File: src/rtl/weighted_aging_job_scheduler_top_assert.svh
// Assertion macros used by the job scheduler controller, wajs_ctrl.
// Define NO_ASSERTIONS to compile the macros to nothing.
`ifndef WEIGHTED_AGING_JOB_SCHEDULER_TOP_ASSERT_SVH
`define WEIGHTED_AGING_JOB_SCHEDULER_TOP_ASSERT_SVH

`ifndef NO_ASSERTIONS

// Check a property on each rising edge, off while reset is asserted
`define WAJS_ASSERT(label, clk, rst_n, prop, msg) \
	label: assert property (@(posedge clk) disable iff (!rst_n) prop) else $error(msg);

// Check a property on each rising edge, reset included
`define WAJS_ASSERT_ALWAYS(label, clk, prop, msg) \
	label: assert property (@(posedge clk) prop) else $error(msg);

`else

`define WAJS_ASSERT(label, clk, rst_n, prop, msg)
`define WAJS_ASSERT_ALWAYS(label, clk, prop, msg)

`endif

`endif

File: src/rtl/wajs_pkg.sv
// Package for the weighted aging job scheduler: widths, request and status
// codes, and the command/status structs between controller and datapath.
`timescale 1ns / 1ps

package wajs_pkg;

	// Table geometry
	localparam int MAX_JOBS    = 16;
	localparam int CREDIT_BITS = 16;
	localparam int IDX_W       = (MAX_JOBS > 1) ? $clog2(MAX_JOBS) : 1;
	localparam int CNT_W       = $clog2(MAX_JOBS + 1);

	// Field widths
	localparam int REQ_W    = 3;
	localparam int ID_W     = 4;
	localparam int CLASS_W  = 6;
	localparam int CAPS_W   = 64;
	localparam int WEIGHT_W = 8;
	localparam int PRIO_W   = 8;
	localparam int STATUS_W = 2;
	localparam int PROD_W   = CREDIT_BITS + WEIGHT_W;

	localparam logic [CREDIT_BITS-1:0] CREDIT_MAX = '1;
	localparam logic [PRIO_W-1:0]      PRIO_RESET = PRIO_W'(1);

	typedef enum logic [REQ_W-1:0] {
		REQ_ADD    = 3'd0,
		REQ_REMOVE = 3'd1,
		REQ_SELECT = 3'd2,
		REQ_UPDATE = 3'd3,
		REQ_LOOKUP = 3'd4,
		REQ_CLEAR  = 3'd5
	} req_code_t;

	typedef enum logic [STATUS_W-1:0] {
		STS_OK        = 2'd0,
		STS_FULL      = 2'd1,
		STS_NOT_FOUND = 2'd2,
		STS_NO_JOB    = 2'd3
	} status_code_t;

	// Controller to datapath
	typedef struct packed {
		logic load;     // latch the incoming request
		logic scan_en;  // age and compare one table entry
		logic commit;   // apply the request and load the result register
	} wajs_cmd_t;

	// Datapath to controller
	typedef struct packed {
		logic req_is_select;  // incoming request is a select
		logic scan_last;      // scan is at the last entry
		logic out_free;       // result register can take a new result
	} wajs_stat_t;

endpackage

File: src/rtl/wajs_if.sv
// Request and result channel interfaces of the job scheduler.
// Depends on wajs_pkg for field widths.
`timescale 1ns / 1ps

interface wajs_req_if;
	import wajs_pkg::*;

	logic                valid;
	logic                ready;
	logic [REQ_W-1:0]    req_type;
	logic [ID_W-1:0]     job_id;
	logic [CLASS_W-1:0]  job_class;
	logic [CAPS_W-1:0]   capabilities;
	logic                set_active;
	logic [WEIGHT_W-1:0] set_weight;

	modport source (
		output valid, req_type, job_id, job_class, capabilities, set_active, set_weight,
		input  ready
	);
	modport sink (
		input  valid, req_type, job_id, job_class, capabilities, set_active, set_weight,
		output ready
	);
endinterface

interface wajs_rsp_if;
	import wajs_pkg::*;

	logic                valid;
	logic                ready;
	logic [STATUS_W-1:0] status;
	logic [ID_W-1:0]     result_id;
	logic                found;

	modport source (
		output valid, status, result_id, found,
		input  ready
	);
	modport sink (
		input  valid, status, result_id, found,
		output ready
	);
endinterface

File: src/rtl/wajs_ctrl.sv
// Controller of the job scheduler: sequences accept, table scan and commit.
// Depends on wajs_pkg and the assertion macro header.
`timescale 1ns / 1ps
`include "weighted_aging_job_scheduler_top_assert.svh"

module wajs_ctrl (
	input  logic                clk,
	input  logic                arst_n,
	input  logic                req_valid,
	output logic                req_ready,
	input  wajs_pkg::wajs_stat_t stat,
	output wajs_pkg::wajs_cmd_t  cmd
);
	import wajs_pkg::*;

	typedef enum logic [2:0] {
		S_IDLE = 3'b001,
		S_SCAN = 3'b010,
		S_DONE = 3'b100
	} state_t;

	state_t state_q;
	state_t state_nx;
	logic   load;

	// Take a request only when no request is in flight
	assign req_ready = (state_q == S_IDLE);
	assign load      = req_valid && req_ready;

	// Next state
	always_comb begin
		state_nx = state_q;
		case (state_q)
			S_IDLE: begin
				if (load) begin
					state_nx = stat.req_is_select ? S_SCAN : S_DONE;
				end
			end
			S_SCAN: begin
				if (stat.scan_last) begin
					state_nx = S_DONE;
				end
			end
			S_DONE: begin
				if (stat.out_free) begin
					state_nx = S_IDLE;
				end
			end
			default: state_nx = S_IDLE;
		endcase
	end

	always_ff @(posedge clk or negedge arst_n) begin
		if (!arst_n) begin
			state_q <= S_IDLE;
		end else begin
			state_q <= state_nx;
		end
	end

	// Drive datapath commands
	always_comb begin
		cmd.load    = load;
		cmd.scan_en = (state_q == S_SCAN);
		cmd.commit  = (state_q == S_DONE) && stat.out_free;
	end

	`WAJS_ASSERT(a_load_starts_work, clk, arst_n, load |=> (state_q == S_SCAN || state_q == S_DONE), "accepted request did not start")
	`WAJS_ASSERT(a_scan_ends_done, clk, arst_n, (state_q == S_SCAN && stat.scan_last) |=> (state_q == S_DONE), "scan did not end in commit state")
	`WAJS_ASSERT_ALWAYS(a_commit_free, clk, cmd.commit |-> stat.out_free, "result overwritten before taken")
	`WAJS_ASSERT(a_commit_idle, clk, arst_n, cmd.commit |=> (state_q == S_IDLE), "commit did not return to idle")

endmodule

File: src/rtl/wajs_dp.sv
// Datapath of the job scheduler: job table, select scan, result register.
// Depends on wajs_pkg; driven by wajs_ctrl commands.
`timescale 1ns / 1ps

module wajs_dp (
	input  logic                              clk,
	input  logic                              arst_n,
	input  logic                              cfg_we,
	input  logic [wajs_pkg::PRIO_W-1:0]       cfg_wdata,
	input  logic [wajs_pkg::REQ_W-1:0]        req_type,
	input  logic [wajs_pkg::ID_W-1:0]         job_id,
	input  logic [wajs_pkg::CLASS_W-1:0]      job_class,
	input  logic [wajs_pkg::CAPS_W-1:0]       capabilities,
	input  logic                              set_active,
	input  logic [wajs_pkg::WEIGHT_W-1:0]     set_weight,
	output logic                              rsp_valid,
	input  logic                              rsp_ready,
	output logic [wajs_pkg::STATUS_W-1:0]     rsp_status,
	output logic [wajs_pkg::ID_W-1:0]         rsp_result_id,
	output logic                              rsp_found,
	input  wajs_pkg::wajs_cmd_t               cmd,
	output wajs_pkg::wajs_stat_t              stat
);
	import wajs_pkg::*;

	// Latched request
	logic [REQ_W-1:0]    req_type_q;
	logic [ID_W-1:0]     job_id_q;
	logic [CLASS_W-1:0]  job_class_q;
	logic [CAPS_W-1:0]   caps_q;
	logic                set_active_q;
	logic [WEIGHT_W-1:0] set_weight_q;
	logic [PRIO_W-1:0]   init_prio_q;

	// Job table
	logic [MAX_JOBS-1:0]    valid_q;
	logic [MAX_JOBS-1:0]    active_q;
	logic [CLASS_W-1:0]     class_q  [MAX_JOBS];
	logic [WEIGHT_W-1:0]    weight_q [MAX_JOBS];
	logic [CREDIT_BITS-1:0] credit_q [MAX_JOBS];

	// Scan state
	logic [IDX_W-1:0]       scan_idx_q;
	logic [CNT_W-1:0]       count_q;
	logic                   best_found_q;
	logic [IDX_W-1:0]       best_id_q;
	logic [PROD_W-1:0]      best_val_q;
	logic [CREDIT_BITS-1:0] best_credit_q;

	// Result register
	logic                out_valid_q;
	logic [STATUS_W-1:0] out_status_q;
	logic [ID_W-1:0]     out_rid_q;
	logic                out_found_q;

	logic                   elig;
	logic [CREDIT_BITS-1:0] aged;
	logic [PROD_W-1:0]      prod;
	logic                   better;

	logic                   id_in_range;
	logic [IDX_W-1:0]       id_idx;
	logic                   hit;
	logic                   free_found;
	logic [IDX_W-1:0]       free_idx;
	logic [CREDIT_BITS-1:0] cnt_ext;
	logic [CREDIT_BITS-1:0] win_credit;

	logic [STATUS_W-1:0] nx_status;
	logic [ID_W-1:0]     nx_rid;
	logic                nx_found;
	logic                do_add;
	logic                do_remove;
	logic                do_update;
	logic                do_clear;
	logic                do_win;

	// Status toward the controller
	always_comb begin
		stat.req_is_select = (req_type == REQ_SELECT);
		stat.scan_last     = (scan_idx_q == IDX_W'(MAX_JOBS - 1));
		stat.out_free      = !out_valid_q || rsp_ready;
	end

	// Hold the configuration register
	always_ff @(posedge clk or negedge arst_n) begin
		if (!arst_n) begin
			init_prio_q <= PRIO_RESET;
		end else if (cfg_we) begin
			init_prio_q <= cfg_wdata;
		end
	end

	// Latch the request payload
	always_ff @(posedge clk) begin
		if (cmd.load) begin
			req_type_q   <= req_type;
			job_id_q     <= job_id;
			job_class_q  <= job_class;
			caps_q       <= capabilities;
			set_active_q <= set_active;
			set_weight_q <= set_weight;
		end
	end

	// Age the entry under scan and score it
	always_comb begin
		elig   = valid_q[scan_idx_q] && active_q[scan_idx_q] && caps_q[class_q[scan_idx_q]];
		aged   = (credit_q[scan_idx_q] == CREDIT_MAX) ? credit_q[scan_idx_q]
			: credit_q[scan_idx_q] + CREDIT_BITS'(1);
		prod   = PROD_W'(aged) * PROD_W'(weight_q[scan_idx_q]);
		better = elig && (!best_found_q || (prod > best_val_q));
	end

	// Advance the scan and track the best entry
	always_ff @(posedge clk or negedge arst_n) begin
		if (!arst_n) begin
			scan_idx_q   <= '0;
			count_q      <= '0;
			best_found_q <= 1'b0;
		end else if (cmd.load) begin
			scan_idx_q   <= '0;
			count_q      <= '0;
			best_found_q <= 1'b0;
		end else if (cmd.scan_en) begin
			scan_idx_q <= scan_idx_q + IDX_W'(1);
			if (elig) begin
				count_q <= count_q + CNT_W'(1);
			end
			if (better) begin
				best_found_q <= 1'b1;
			end
		end
	end

	always_ff @(posedge clk) begin
		if (cmd.scan_en && better) begin
			best_id_q     <= scan_idx_q;
			best_val_q    <= prod;
			best_credit_q <= aged;
		end
	end

	// Decode the request against the table
	always_comb begin
		id_in_range = (32'(job_id_q) < MAX_JOBS);
		id_idx      = IDX_W'(job_id_q);
		hit         = id_in_range && valid_q[id_idx];

		free_found = 1'b0;
		free_idx   = '0;
		for (int i = MAX_JOBS - 1; i >= 0; i--) begin
			if (!valid_q[i]) begin
				free_found = 1'b1;
				free_idx   = IDX_W'(i);
			end
		end

		cnt_ext    = CREDIT_BITS'(count_q);
		win_credit = (best_credit_q > cnt_ext) ? (best_credit_q - cnt_ext) : '0;

		nx_status = STS_OK;
		nx_rid    = '0;
		nx_found  = 1'b0;
		do_add    = 1'b0;
		do_remove = 1'b0;
		do_update = 1'b0;
		do_clear  = 1'b0;
		do_win    = 1'b0;
		case (req_type_q)
			REQ_ADD: begin
				if (free_found) begin
					do_add = 1'b1;
					nx_rid = ID_W'(free_idx);
				end else begin
					nx_status = STS_FULL;
				end
			end
			REQ_REMOVE: begin
				if (hit) begin
					do_remove = 1'b1;
					nx_found  = 1'b1;
				end else begin
					nx_status = STS_NOT_FOUND;
				end
			end
			REQ_SELECT: begin
				if (best_found_q) begin
					do_win = 1'b1;
					nx_rid = ID_W'(best_id_q);
				end else begin
					nx_status = STS_NO_JOB;
				end
			end
			REQ_UPDATE: begin
				if (hit) begin
					do_update = 1'b1;
				end else begin
					nx_status = STS_NOT_FOUND;
				end
			end
			REQ_LOOKUP: begin
				if (hit) begin
					nx_found = 1'b1;
				end else begin
					nx_status = STS_NOT_FOUND;
				end
			end
			REQ_CLEAR: begin
				do_clear = 1'b1;
			end
			default: begin
			end
		endcase
	end

	// Update the valid and active flags
	always_ff @(posedge clk or negedge arst_n) begin
		if (!arst_n) begin
			valid_q  <= '0;
			active_q <= '0;
		end else if (cmd.commit) begin
			if (do_clear) begin
				valid_q  <= '0;
				active_q <= '0;
			end
			if (do_add) begin
				valid_q[free_idx]  <= 1'b1;
				active_q[free_idx] <= 1'b0;
			end
			if (do_remove) begin
				valid_q[id_idx]  <= 1'b0;
				active_q[id_idx] <= 1'b0;
			end
			if (do_update) begin
				active_q[id_idx] <= set_active_q;
			end
		end
	end

	// Write class, weight and credit
	always_ff @(posedge clk) begin
		if (cmd.scan_en && elig) begin
			credit_q[scan_idx_q] <= aged;
		end
		if (cmd.commit) begin
			if (do_add) begin
				class_q[free_idx]  <= job_class_q;
				weight_q[free_idx] <= WEIGHT_W'(init_prio_q);
				credit_q[free_idx] <= CREDIT_BITS'(init_prio_q);
			end
			if (do_update) begin
				weight_q[id_idx] <= set_weight_q;
			end
			if (do_win) begin
				credit_q[best_id_q] <= win_credit;
			end
		end
	end

	// Hold the result until it is taken
	always_ff @(posedge clk or negedge arst_n) begin
		if (!arst_n) begin
			out_valid_q <= 1'b0;
		end else if (cmd.commit) begin
			out_valid_q <= 1'b1;
		end else if (rsp_ready) begin
			out_valid_q <= 1'b0;
		end
	end

	always_ff @(posedge clk) begin
		if (cmd.commit) begin
			out_status_q <= nx_status;
			out_rid_q    <= nx_rid;
			out_found_q  <= nx_found;
		end
	end

	assign rsp_valid     = out_valid_q;
	assign rsp_status    = out_status_q;
	assign rsp_result_id = out_rid_q;
	assign rsp_found     = out_found_q;

endmodule

File: src/rtl/weighted_aging_job_scheduler_top.sv
// Weighted aging job scheduler: a table of up to MAX_JOBS jobs, one result
// per request.
//
// Channels: req_ch carries one request (add, remove, select, update, lookup,
// clear all) per valid/ready handshake; rsp_ch returns status, result_id and
// found for it. cfg_we/cfg_wdata write initial_priority; write it only while
// no request is in flight.
// Select passes from accept through a scan of the whole table to the
// commit; the table is aged and scored one entry per cycle
// through a single multiplier. Every other request goes from accept
// straight to the commit. One request is in flight at a time, so a new
// request is taken only once the previous one has committed.
// A result sits in an output register; while the receiver stalls, the
// block may take the next request and works it up to its commit, then
// waits until the held result is taken.
// Reset empties the table and sets initial_priority to 1; no clearing
// pass is needed.
// Depends on wajs_pkg, wajs_if, wajs_ctrl and wajs_dp.
`timescale 1ns / 1ps

module weighted_aging_job_scheduler_top (
	input  logic                        clk,
	input  logic                        arst_n,
	wajs_req_if.sink                    req_ch,
	wajs_rsp_if.source                  rsp_ch,
	input  logic                        cfg_we,
	input  logic [wajs_pkg::PRIO_W-1:0] cfg_wdata
);
	import wajs_pkg::*;

	wajs_cmd_t  cmd;
	wajs_stat_t stat;

	// Sequence requests
	wajs_ctrl u_ctrl (
		.clk       (clk),
		.arst_n    (arst_n),
		.req_valid (req_ch.valid),
		.req_ready (req_ch.ready),
		.stat      (stat),
		.cmd       (cmd)
	);

	// Table, scan and result register
	wajs_dp u_dp (
		.clk           (clk),
		.arst_n        (arst_n),
		.cfg_we        (cfg_we),
		.cfg_wdata     (cfg_wdata),
		.req_type      (req_ch.req_type),
		.job_id        (req_ch.job_id),
		.job_class     (req_ch.job_class),
		.capabilities  (req_ch.capabilities),
		.set_active    (req_ch.set_active),
		.set_weight    (req_ch.set_weight),
		.rsp_valid     (rsp_ch.valid),
		.rsp_ready     (rsp_ch.ready),
		.rsp_status    (rsp_ch.status),
		.rsp_result_id (rsp_ch.result_id),
		.rsp_found     (rsp_ch.found),
		.cmd           (cmd),
		.stat          (stat)
	);

endmodule

File: src/flat_wrapper.sv
// flat-port wrapper written by rule: the top's interface ports become plain ports
module weighted_aging_job_scheduler_top_flat import wajs_pkg::*;
  (clk, arst_n, cfg_we, cfg_wdata, req_ch_valid, req_ch_req_type, req_ch_job_id, req_ch_job_class, req_ch_capabilities, req_ch_set_active, req_ch_set_weight, req_ch_ready, rsp_ch_valid, rsp_ch_status, rsp_ch_result_id, rsp_ch_found, rsp_ch_ready);
  wajs_req_if req_ch_i ();
  wajs_rsp_if rsp_ch_i ();
  input  logic clk;
  input  logic arst_n;
  input  logic cfg_we;
  input  logic [wajs_pkg::PRIO_W-1:0] cfg_wdata;
  input wire logic [$bits(req_ch_i.valid)-1:0] req_ch_valid;
  input wire logic [$bits(req_ch_i.req_type)-1:0] req_ch_req_type;
  input wire logic [$bits(req_ch_i.job_id)-1:0] req_ch_job_id;
  input wire logic [$bits(req_ch_i.job_class)-1:0] req_ch_job_class;
  input wire logic [$bits(req_ch_i.capabilities)-1:0] req_ch_capabilities;
  input wire logic [$bits(req_ch_i.set_active)-1:0] req_ch_set_active;
  input wire logic [$bits(req_ch_i.set_weight)-1:0] req_ch_set_weight;
  output wire logic [$bits(req_ch_i.ready)-1:0] req_ch_ready;
  output wire logic [$bits(rsp_ch_i.valid)-1:0] rsp_ch_valid;
  output wire logic [$bits(rsp_ch_i.status)-1:0] rsp_ch_status;
  output wire logic [$bits(rsp_ch_i.result_id)-1:0] rsp_ch_result_id;
  output wire logic [$bits(rsp_ch_i.found)-1:0] rsp_ch_found;
  input wire logic [$bits(rsp_ch_i.ready)-1:0] rsp_ch_ready;
  assign req_ch_i.valid = req_ch_valid;
  assign req_ch_i.req_type = req_ch_req_type;
  assign req_ch_i.job_id = req_ch_job_id;
  assign req_ch_i.job_class = req_ch_job_class;
  assign req_ch_i.capabilities = req_ch_capabilities;
  assign req_ch_i.set_active = req_ch_set_active;
  assign req_ch_i.set_weight = req_ch_set_weight;
  assign req_ch_ready = req_ch_i.ready;
  assign rsp_ch_valid = rsp_ch_i.valid;
  assign rsp_ch_status = rsp_ch_i.status;
  assign rsp_ch_result_id = rsp_ch_i.result_id;
  assign rsp_ch_found = rsp_ch_i.found;
  assign rsp_ch_i.ready = rsp_ch_ready;
  weighted_aging_job_scheduler_top u_core (.clk(clk), .arst_n(arst_n), .req_ch(req_ch_i), .rsp_ch(rsp_ch_i), .cfg_we(cfg_we), .cfg_wdata(cfg_wdata));
endmodule
File: config.mk
export PLATFORM = sky130hd
export DESIGN_NAME = weighted_aging_job_scheduler_top_flat
export DESIGN_NICKNAME = d
export VERILOG_FILES = /design/src/rtl/wajs_pkg.sv /design/src/rtl/wajs_if.sv /design/src/rtl/wajs_ctrl.sv /design/src/rtl/wajs_dp.sv /design/src/rtl/weighted_aging_job_scheduler_top.sv /design/src/flat_wrapper.sv
export VERILOG_INCLUDE_DIRS = /design/src /design/src/rtl
export SDC_FILE = /design/constraint.sdc
export NUM_CORES = 1
export LEC_CHECK = 0
export BUFFER_PORTS_ARGS = -buffer_cell sky130_fd_sc_hd__buf_2
export CAP_MARGIN = 10
export CORE_ASPECT_RATIO = 1.1
export CORE_UTILIZATION = 65
export DETAILED_ROUTE_END_ITERATION = 10
export PLACE_DENSITY = 0.83
export SLEW_MARGIN = 15
export SYNTH_ARGS = -nofsm -noshare
export SYNTH_HDL_FRONTEND = slang
export SYNTH_SLANG_ARGS = --single-unit
File: constraint.sdc
create_clock -name clk -period 19.1 [get_ports clk]
set_input_delay 3.82 -clock clk [delete_from_list [all_inputs] [get_ports clk]]
set_output_delay 3.82 -clock clk [all_outputs]
set_load 0.01 [all_outputs]
=== After elaboration in Yosys (flattened, before gate mapping) ===
Memories as Yosys holds them, arrays and structs flattened.
Index checks and enable logic that the tools add are counted.
W data, S select, Z words.

* Register bits: 191
* Bits in writable memories: 480
* Input port bits: 99
* Output and inout bits: 9
* Word-level logic and storage cells: 191
* Memories kept: 3

* Add/subtract/negate cells: 4
* Multiply operators: 1
* $lt $le $gt $ge: 8
* Equal/unequal tests: 14
* Mux-type cells: 109
* Bitwise logic cells: 6
* Reductions and logical operators: 26

{| class="wikitable"
|+ Memory list
! memory !! depth !! width !! read ports !! clocked after Yosys merged registers in !! write ports !! line !! RTL
|-
| u_core.u_dp.credit_q || 16 || 16 || 1 || 0 || 1 || wajs_dp.sv:40 || <nowiki>logic [CREDIT_BITS-1:0] credit_q [MAX_JOBS];</nowiki>
|-
| u_core.u_dp.weight_q || 16 || 8 || 1 || 0 || 1 || wajs_dp.sv:39 || <nowiki>logic [WEIGHT_W-1:0] weight_q [MAX_JOBS];</nowiki>
|-
| u_core.u_dp.class_q || 16 || 6 || 1 || 0 || 1 || wajs_dp.sv:38 || <nowiki>logic [CLASS_W-1:0] class_q [MAX_JOBS];</nowiki>
|}

{| class="wikitable"
|+ Operators with widths
! cell !! number
|-
| $mux W16 || 16
|-
| $mux W4 || 23
|-
| $mux W1 || 50
|-
| $and A16 B16 Y16 || 3
|-
| $not A16 Y16 || 2
|-
| $reduce_or A16 Y1 || 2
|-
| $gt A24 B24 Y1 || 1
|-
| $mul A16 B8 Y24 || 1
|-
| $add A16 B1 Y16 const B || 1
|-
| $bwmux W16 || 1
|-
| $eq A16 B16 Y1 const B || 1
|-
| $gt A16 B5 Y1 || 1
|-
| $or A16 B16 Y16 || 1
|-
| $sub A16 B5 Y16 || 1
|-
| $lt A4 B5 Y1 const B || 3
|-
| $mux W5 || 3
|-
| $bmux W1 S4 || 3
|-
| $eq A3 B2 Y1 const B || 4
|-
| $mux W3 || 4
|-
| $eq A3 B3 Y1 const B || 3
|-
| $logic_and A1 B1 Y1 || 9
|-
| $pmux W3 S3 || 1
|-
| $demux W1 S4 || 2
|-
| $ge A4 B1 Y1 const B || 2
|-
| 21 further kinds || 30
|}

=== Longest topological paths before layout ===
* Depth in word-level cells: 29
* Mapped depth: 41
* Depth with buffers taken out: 36

=== Hierarchy ===
A second synthesis with hierarchy kept.

* Cells, all modules: 2718
* Area total of the unflattened synthesis: 35138.7 um^2

{| class="wikitable"
|+ Modules (own cells, without submodules)
! module !! instances !! cells each !! area an instance (um^2) !! sequential area each (um^2)
|-
| wajs_dp || 1 || 2702 || 34954.8 || 19805.2
|-
| wajs_ctrl || 1 || 16 || 183.9 || 76.3
|}

=== Worst setup path after synthesis ===
OpenSTA, ideal clock, no wires.

* Path type: flip-flop to flip-flop
* Start: register u_core.u_dp.scan_idx_q[0]
* End: register u_core.u_dp.best_credit_q[0] (enable)
* Setup time: 525 ps
* Arrival time: 11629 ps
* Required time: 18575 ps
* Slack: 6946 ps
* Stages on the path, launching flop included: 38
* Buffers on the path: 5
* Clock period less this slack: 12154 ps
* Cells stage by stage: dfrtp_1 buf_6 buf_6 buf_6 buf_6 mux4_2 mux4_2 ha_1 o21ai_0 or2_4 or3_1 buf_6 nand4_4 xor2_4 or2_1 fa_1 inv_1 fa_1 (+2 left out) fa_1 inv_1 ha_1 or3_1 o21ai_0 o31ai_1 o41ai_1 o2111ai_1 a21oi_1 o21bai_1 a21oi_1 xnor2_1 ha_1 nand4_1 nor2_1 o21ai_0 and4b_1 a311oi_1

* Cells in the longest elaborated chain, start to end: 8
* Elaborated cells between the ends (all ways): 19
* Those cells by class: add/sub: 1; mul: 1; order compare: 1; eq/ne: 1; mux: 7; reduce/logical: 5; memory: 3

{| class="wikitable"
|+ RTL lines
! item !! line !! RTL
|-
| start, declared || wajs_dp.sv:43 || <nowiki>logic [IDX_W-1:0] scan_idx_q;</nowiki>
|-
| start signal, assigned || wajs_dp.sv:126 || <nowiki>scan_idx_q <= scan_idx_q + IDX_W'(1);</nowiki>
|-
| $mem_v2 Z16 W16 || -- ||
|-
| $add A16 B1 Y16 / $eq A16 B16 Y1 (equally long branches) || wajs_dp.sv:110, wajs_dp.sv:109 ||
|-
| $mux W16 || wajs_dp.sv:109 || <nowiki>aged = (credit_q[scan_idx_q] == CREDIT_MAX) ? credit_q[scan_idx_q]</nowiki>
|-
| $mul A16 B8 Y24 * || wajs_dp.sv:111 || <nowiki>prod = PROD_W'(aged) * PROD_W'(weight_q[scan_idx_q]);</nowiki>
|-
| net u_core.u_dp.prod[21] || wajs_dp.sv:58 || <nowiki>logic [PROD_W-1:0] prod;</nowiki>
|-
| $gt A24 B24 Y1 * || wajs_dp.sv:112 || <nowiki>better = elig && (!best_found_q || (prod > best_val_q));</nowiki>
|-
| $logic_or A1 B1 Y1 * || wajs_dp.sv:112 ||
|-
| $logic_and A1 B1 Y1 * || wajs_dp.sv:112 ||
|-
| $logic_and A1 B1 Y1 * || wajs_dp.sv:137 || <nowiki>if (cmd.scan_en && better) begin</nowiki>
|-
| end signal, assigned || wajs_dp.sv:140 || <nowiki>best_credit_q <= aged;</nowiki>
|-
| end, declared || wajs_dp.sv:48 || <nowiki>logic [CREDIT_BITS-1:0] best_credit_q;</nowiki>
|}

Mark *: on every way through the listed nets, which the timed path passes. The rest lies on a longest branch. The select of a mux whose other input is x is not followed.
A chain may end at the register's enable or synchronous reset.

=== Worst setup path after layout ===
* Start: register u_core.u_dp.scan_idx_q[0]
* End: register u_core.u_dp.best_credit_q[5] (enable)

The elaborated chain is that of the path after synthesis.

==> impl.org <==
** Global routing
- The number of global-route vias before repair is a little over 20000.
- The number of antenna violations at the first check in global routing is 2.
- Global-route usage over all layers :: 30.7%
- Pin count of the biggest net entering global routing :: 64
- First-pass GRT wire length :: around 120000 um
- Overflow after GRT :: 0

** Floorplanning
- Floorplan die height :: 237 um
- For this configuration, the core starts out at a cell density of 66.3%.
- Overall die area :: 51200 um^2
- In this run the horizontal extent of the chip is ~220 um.
- Std-Cell Core Area :: around 50000 um^2
- The floorplan has between 80 and 90 rows.
- Number of top-level pins :: between 100 and 150

** CTS
- TritonCTS sink count :: between 600 and 700
- Clock-pin slew was measured on the worst setup and hold paths at approximately 60 ps.
- Root cell of the clock tree :: sky130_fd_sc_hd__clkbuf_16
- CTS Buf Count :: 67
- The number of gates resized after CTS was 0.
- After clock tree synthesis, the setup repair step added 0 buffers.
- The clock tree synthesis step divided the H-tree into 3 levels.
- Hold Buf Count CTS :: 0
- The longest clock path from root to sink contains 3 buffers.
- TritonCTS built the clock tree.
- For the worst-skew pair, the clock arrives at the later sink with an insertion delay of around 620 ps.

** Route
- DRT iter0 DRCs :: about 2300
- Detailed-route wire length :: 77300 um
- The routed layout has slightly below 20000 vias.
- The first detailed-routing pass ran for 6 iterations.
- In this run the remaining antenna-violating nets after routing total 0.
- Via-to-Cell Ratio :: about 6.6
- In the routed design, unresolved DRC markers number 0.
- In the final routed layout, each cell accounts on average for 25.7 um.

** Synthesis
- The number of nets handed over by synthesis was approximately 2400.
- The synthesized design contains around 670 register bits.
- After synthesis, the share of flip-flops with an asynchronous set or reset is 8.05%.
- During synthesis, Yosys emitted a total of 0 warnings.
- Gate count after technology mapping :: around 2200
- Averaged over all synthesized cells, the footprint is approximately 15 um^2.
- Summing the areas of all and, or, nand and nor instances in the mapped netlist gives 7.69% of the synthesized area.
- Compound-gate portion of the synthesized area :: roughly 5.3%
- Dominant combinational cell family by area after synthesis :: multiplexers
- Share of synthesized area occupied by flip-flops and latches :: between 60% and 70%
- After synthesis the cells add up to ~33000 um^2.
- Of the total synthesized cell area, the portion taken by full adders, half adders and majority gates is 8.12%.
- In this run, synthesis inferred about 620 flip-flops with an integrated enable.
- Of the post-synthesis cell area, the part taken by muxes is 12.6%.
- Post-synth top flop :: sky130_fd_sc_hd__edfxtp_1
- Of the total synthesized cell area, the portion taken by XOR and XNOR cells is under 10%.
- The netlist uses 86 different library cells.

** Timing
- For the pin with the worst max-slew slack, the measured transition is approximately 1200 ps.
- Setup repair after global routing left no endpoint under its margin.
- Setup Viol. Count Final :: 0
- The count of final max-slew check failures was 0.
- Post-route setup slack :: a little over 7000 ps
- Final clock period utilization by the worst path :: between 60% and 70%
- Across the routed clock network, the largest skew measured is 32.8 ps.
- The number of hold violations in the final report was 0.
- Final setup TNS :: 0 ps
- Final min period :: about 12000 ps
- Worst hold slack across all endpoints :: about 490 ps
- Highest clock frequency the design can meet :: 84.5 MHz
- Worst max-slew margin expressed relative to the limit :: 17.0%

** Setup path
- Slowest cell on the critical path :: sky130_fd_sc_hd__dfrtp_4
- Worst Path Buf+Inv :: 4
- Kind of cell adding the most delay to the critical path :: adder cells
- Most common cell on crit path :: sky130_fd_sc_hd__fa_1
- Data arrives at the worst endpoint at 12070 ps.
- The worst setup path is launched from a flip-flop.
- For this run, the slowest stage of the critical path takes 1060 ps.
- For the worst setup path, the data required time is approximately 19000 ps.
- Category of the critical setup timing path :: reg -> reg
- Crit path capture type :: flip-flop
- Along the worst path, the maximum fanout reaches 50.

** Job
- Across the run, the number of max-cap violations was 0.

** Cells and area
- Final instance count without filler cells :: 3005
- Most used cells in the layout excluding fill and tap cells :: 617 x sky130_fd_sc_hd__edfxtp_1, 221 x sky130_fd_sc_hd__nor2_1, 163 x sky130_fd_sc_hd__inv_1
- Most frequent standard cell in the layout excluding fill and tap cells :: sky130_fd_sc_hd__edfxtp_1
- In the final design database the tool counted roughly 2600 nets.
- The area growth from synthesis to layout is 10.2%.
- Share of final-layout standard cells stronger than drive strength 1 :: 20.5%

** Place
- Weighted congestion reported at the end of routability-driven placement :: roughly 0.93
- Port buffering added between 100 and 150 buffers.
- Before CTS, the worst setup slack after placement is just over 7000 ps.
- Once placement completed, the tool counted placed cells totaling between 2000 and 3000.
- HPWL after detailed placement :: approximately 49000 um

** Power
- Final Power :: between 4 and 5 mW
- Leak :: about 13 nW
- Maximum vdd drop :: about 0.11 mV
- Dividing total power by cell area gives a power density of about 120 nW/um^2.

** Run status
- The flow ran to the end, and the final reports show no timing, DRC or antenna violations.

** Hold path
- Worst Hold Class :: reg -> reg
## layer usage
metal / wire length (um) / share of wire, % / vias to the layer above / GRT usage [%]
met5: 0 / 0 / - / 0
met4: 2620 / 3.4 / 0 / 12.4
met3: 6920 / 9.0 / 195 / 4.91
met2: 39100 / 51 / 1221 / 50.7
met1: 28600 / 37 / 9916 / 41.2
li1: - / - / 8401 / -
## metrics by stage
step | util [%] | area [um^2]
3_3_place_gp | 68.8 | 33900
6_report | 73.1 | 36000
3_5_place_dp | 68.8 | 33900
5_1_grt | 73.1 | 36000
2_1_floorplan | - | 32700
4_1_cts | 73.0 | 36000
## power breakdown
group	switching [mW]	leakage (nW)	total, mW	internal (mW)
combinational	0.764	5.68	1.29	0.521
clock	0.557	1.01	1.26	0.706
sequential	0.0529	6.21	1.79	1.74
total	1.37	12.9	4.34	2.96
## area by class of cell
class,instances,area (um^2)
repair buffers,151,863
diodes,1,2.50
fillers,2921,13200
well taps,652,816
flip-flops and latches,671,19900
clock inverters,34,307
clock buffers,85,1780
inverters,165,621
multi-input cells,1246,11700
## synthesized netlist by cell type, drive strengths merged (10+ instances only)
cell | count | area [um^2]
buf | 46 | 423
nand2 | 141 | 534
nand3 | 31 | 155
xor2 | 15 | 221
o31ai | 18 | 135
nor4 | 18 | 113
a31oi | 13 | 81.3
edfxtp | 617 | 18500
mux2 | 27 | 308
o21ai | 68 | 344
inv | 164 | 616
or2 | 21 | 134
nor3 | 19 | 95.1
ha | 76 | 951
and3 | 10 | 68.8
a21o | 17 | 128
nor2 | 223 | 842
fa | 85 | 1700
a21oi | 50 | 250
o22ai | 10 | 62.6
dfrtp | 52 | 1300
xnor2 | 33 | 330
mux4 | 134 | 3020
a22oi | 17 | 128
nor2b | 16 | 108
nand2b | 14 | 95.1
mux2i | 69 | 795
clkbuf | 44 | 169
nand4 | 19 | 140
## worst paths after layout
check                                                       from  slack [ps]  cells past startpoint                                     end
max                        u_core.u_dp.scan_idx_q[0]$_DFFE_PN0P_        7270                     33  u_core.u_dp.best_credit_q[5]$_DFFE_PP_
min                           u_core.u_dp.count_q[2]$_DFFE_PN0P_         490                      1      u_core.u_dp.count_q[2]$_DFFE_PN0P_
max reg2reg                u_core.u_dp.scan_idx_q[0]$_DFFE_PN0P_        7270                     33  u_core.u_dp.best_credit_q[5]$_DFFE_PP_
min reg2reg                   u_core.u_dp.count_q[2]$_DFFE_PN0P_         490                      1      u_core.u_dp.count_q[2]$_DFFE_PN0P_
max in group asynchronous                                 arst_n       15180                      2   u_core.u_dp.scan_idx_q[1]$_DFFE_PN0P_
min in group asynchronous                                 arst_n        3340                      2      u_core.u_dp.valid_q[9]$_DFFE_PN0P_
## flip-flops by register name (all words and copies together) (netlist names), 4 cells and up
| register | cells |
|---|---|
| u_core.u_dp.job_class_q | 6 |
| u_core.u_dp.best_id_q | 4 |
| u_core.u_dp.weight_q | 128 |
| u_core.u_dp.set_weight_q | 8 |
| u_core.u_dp.id_idx | 4 |
| u_core.u_dp.class_q | 96 |
| u_core.u_dp.active_q | 16 |
| u_core.u_dp.init_prio_q | 8 |
| u_core.u_dp.count_q | 5 |
| u_core.u_dp.scan_idx_q | 4 |
| u_core.u_dp.best_credit_q | 16 |
| u_core.u_dp.best_val_q | 24 |
| u_core.u_dp.caps_q | 64 |
| u_core.u_dp.valid_q | 16 |
| u_core.u_dp.rsp_result_id | 4 |
| u_core.u_dp.credit_q | 256 |
## cell families after synthesis
family / after synthesis
adders and majority gates: 161
xor gates and xnor gates: 48
buffers and inverters: 255
DFF: 671
muxes: 230
AOI/OAI and AO/OA: 264
and+or+nand+nor: 543
## worst reg2reg max path: cells and delay by family (launching register included)
family | cells | cell delay [ps]
buffers and inverters | 4 | 1520
adders and majority gates | 6 | 2620
AOI/OAI and AO/OA | 9 | 2270
DFF | 1 | 1060
xor gates and xnor gates | 2 | 620
muxes | 3 | 900
and+or+nand+nor | 9 | 2430
No activity file was read; power rests on OpenSTA's default activity.
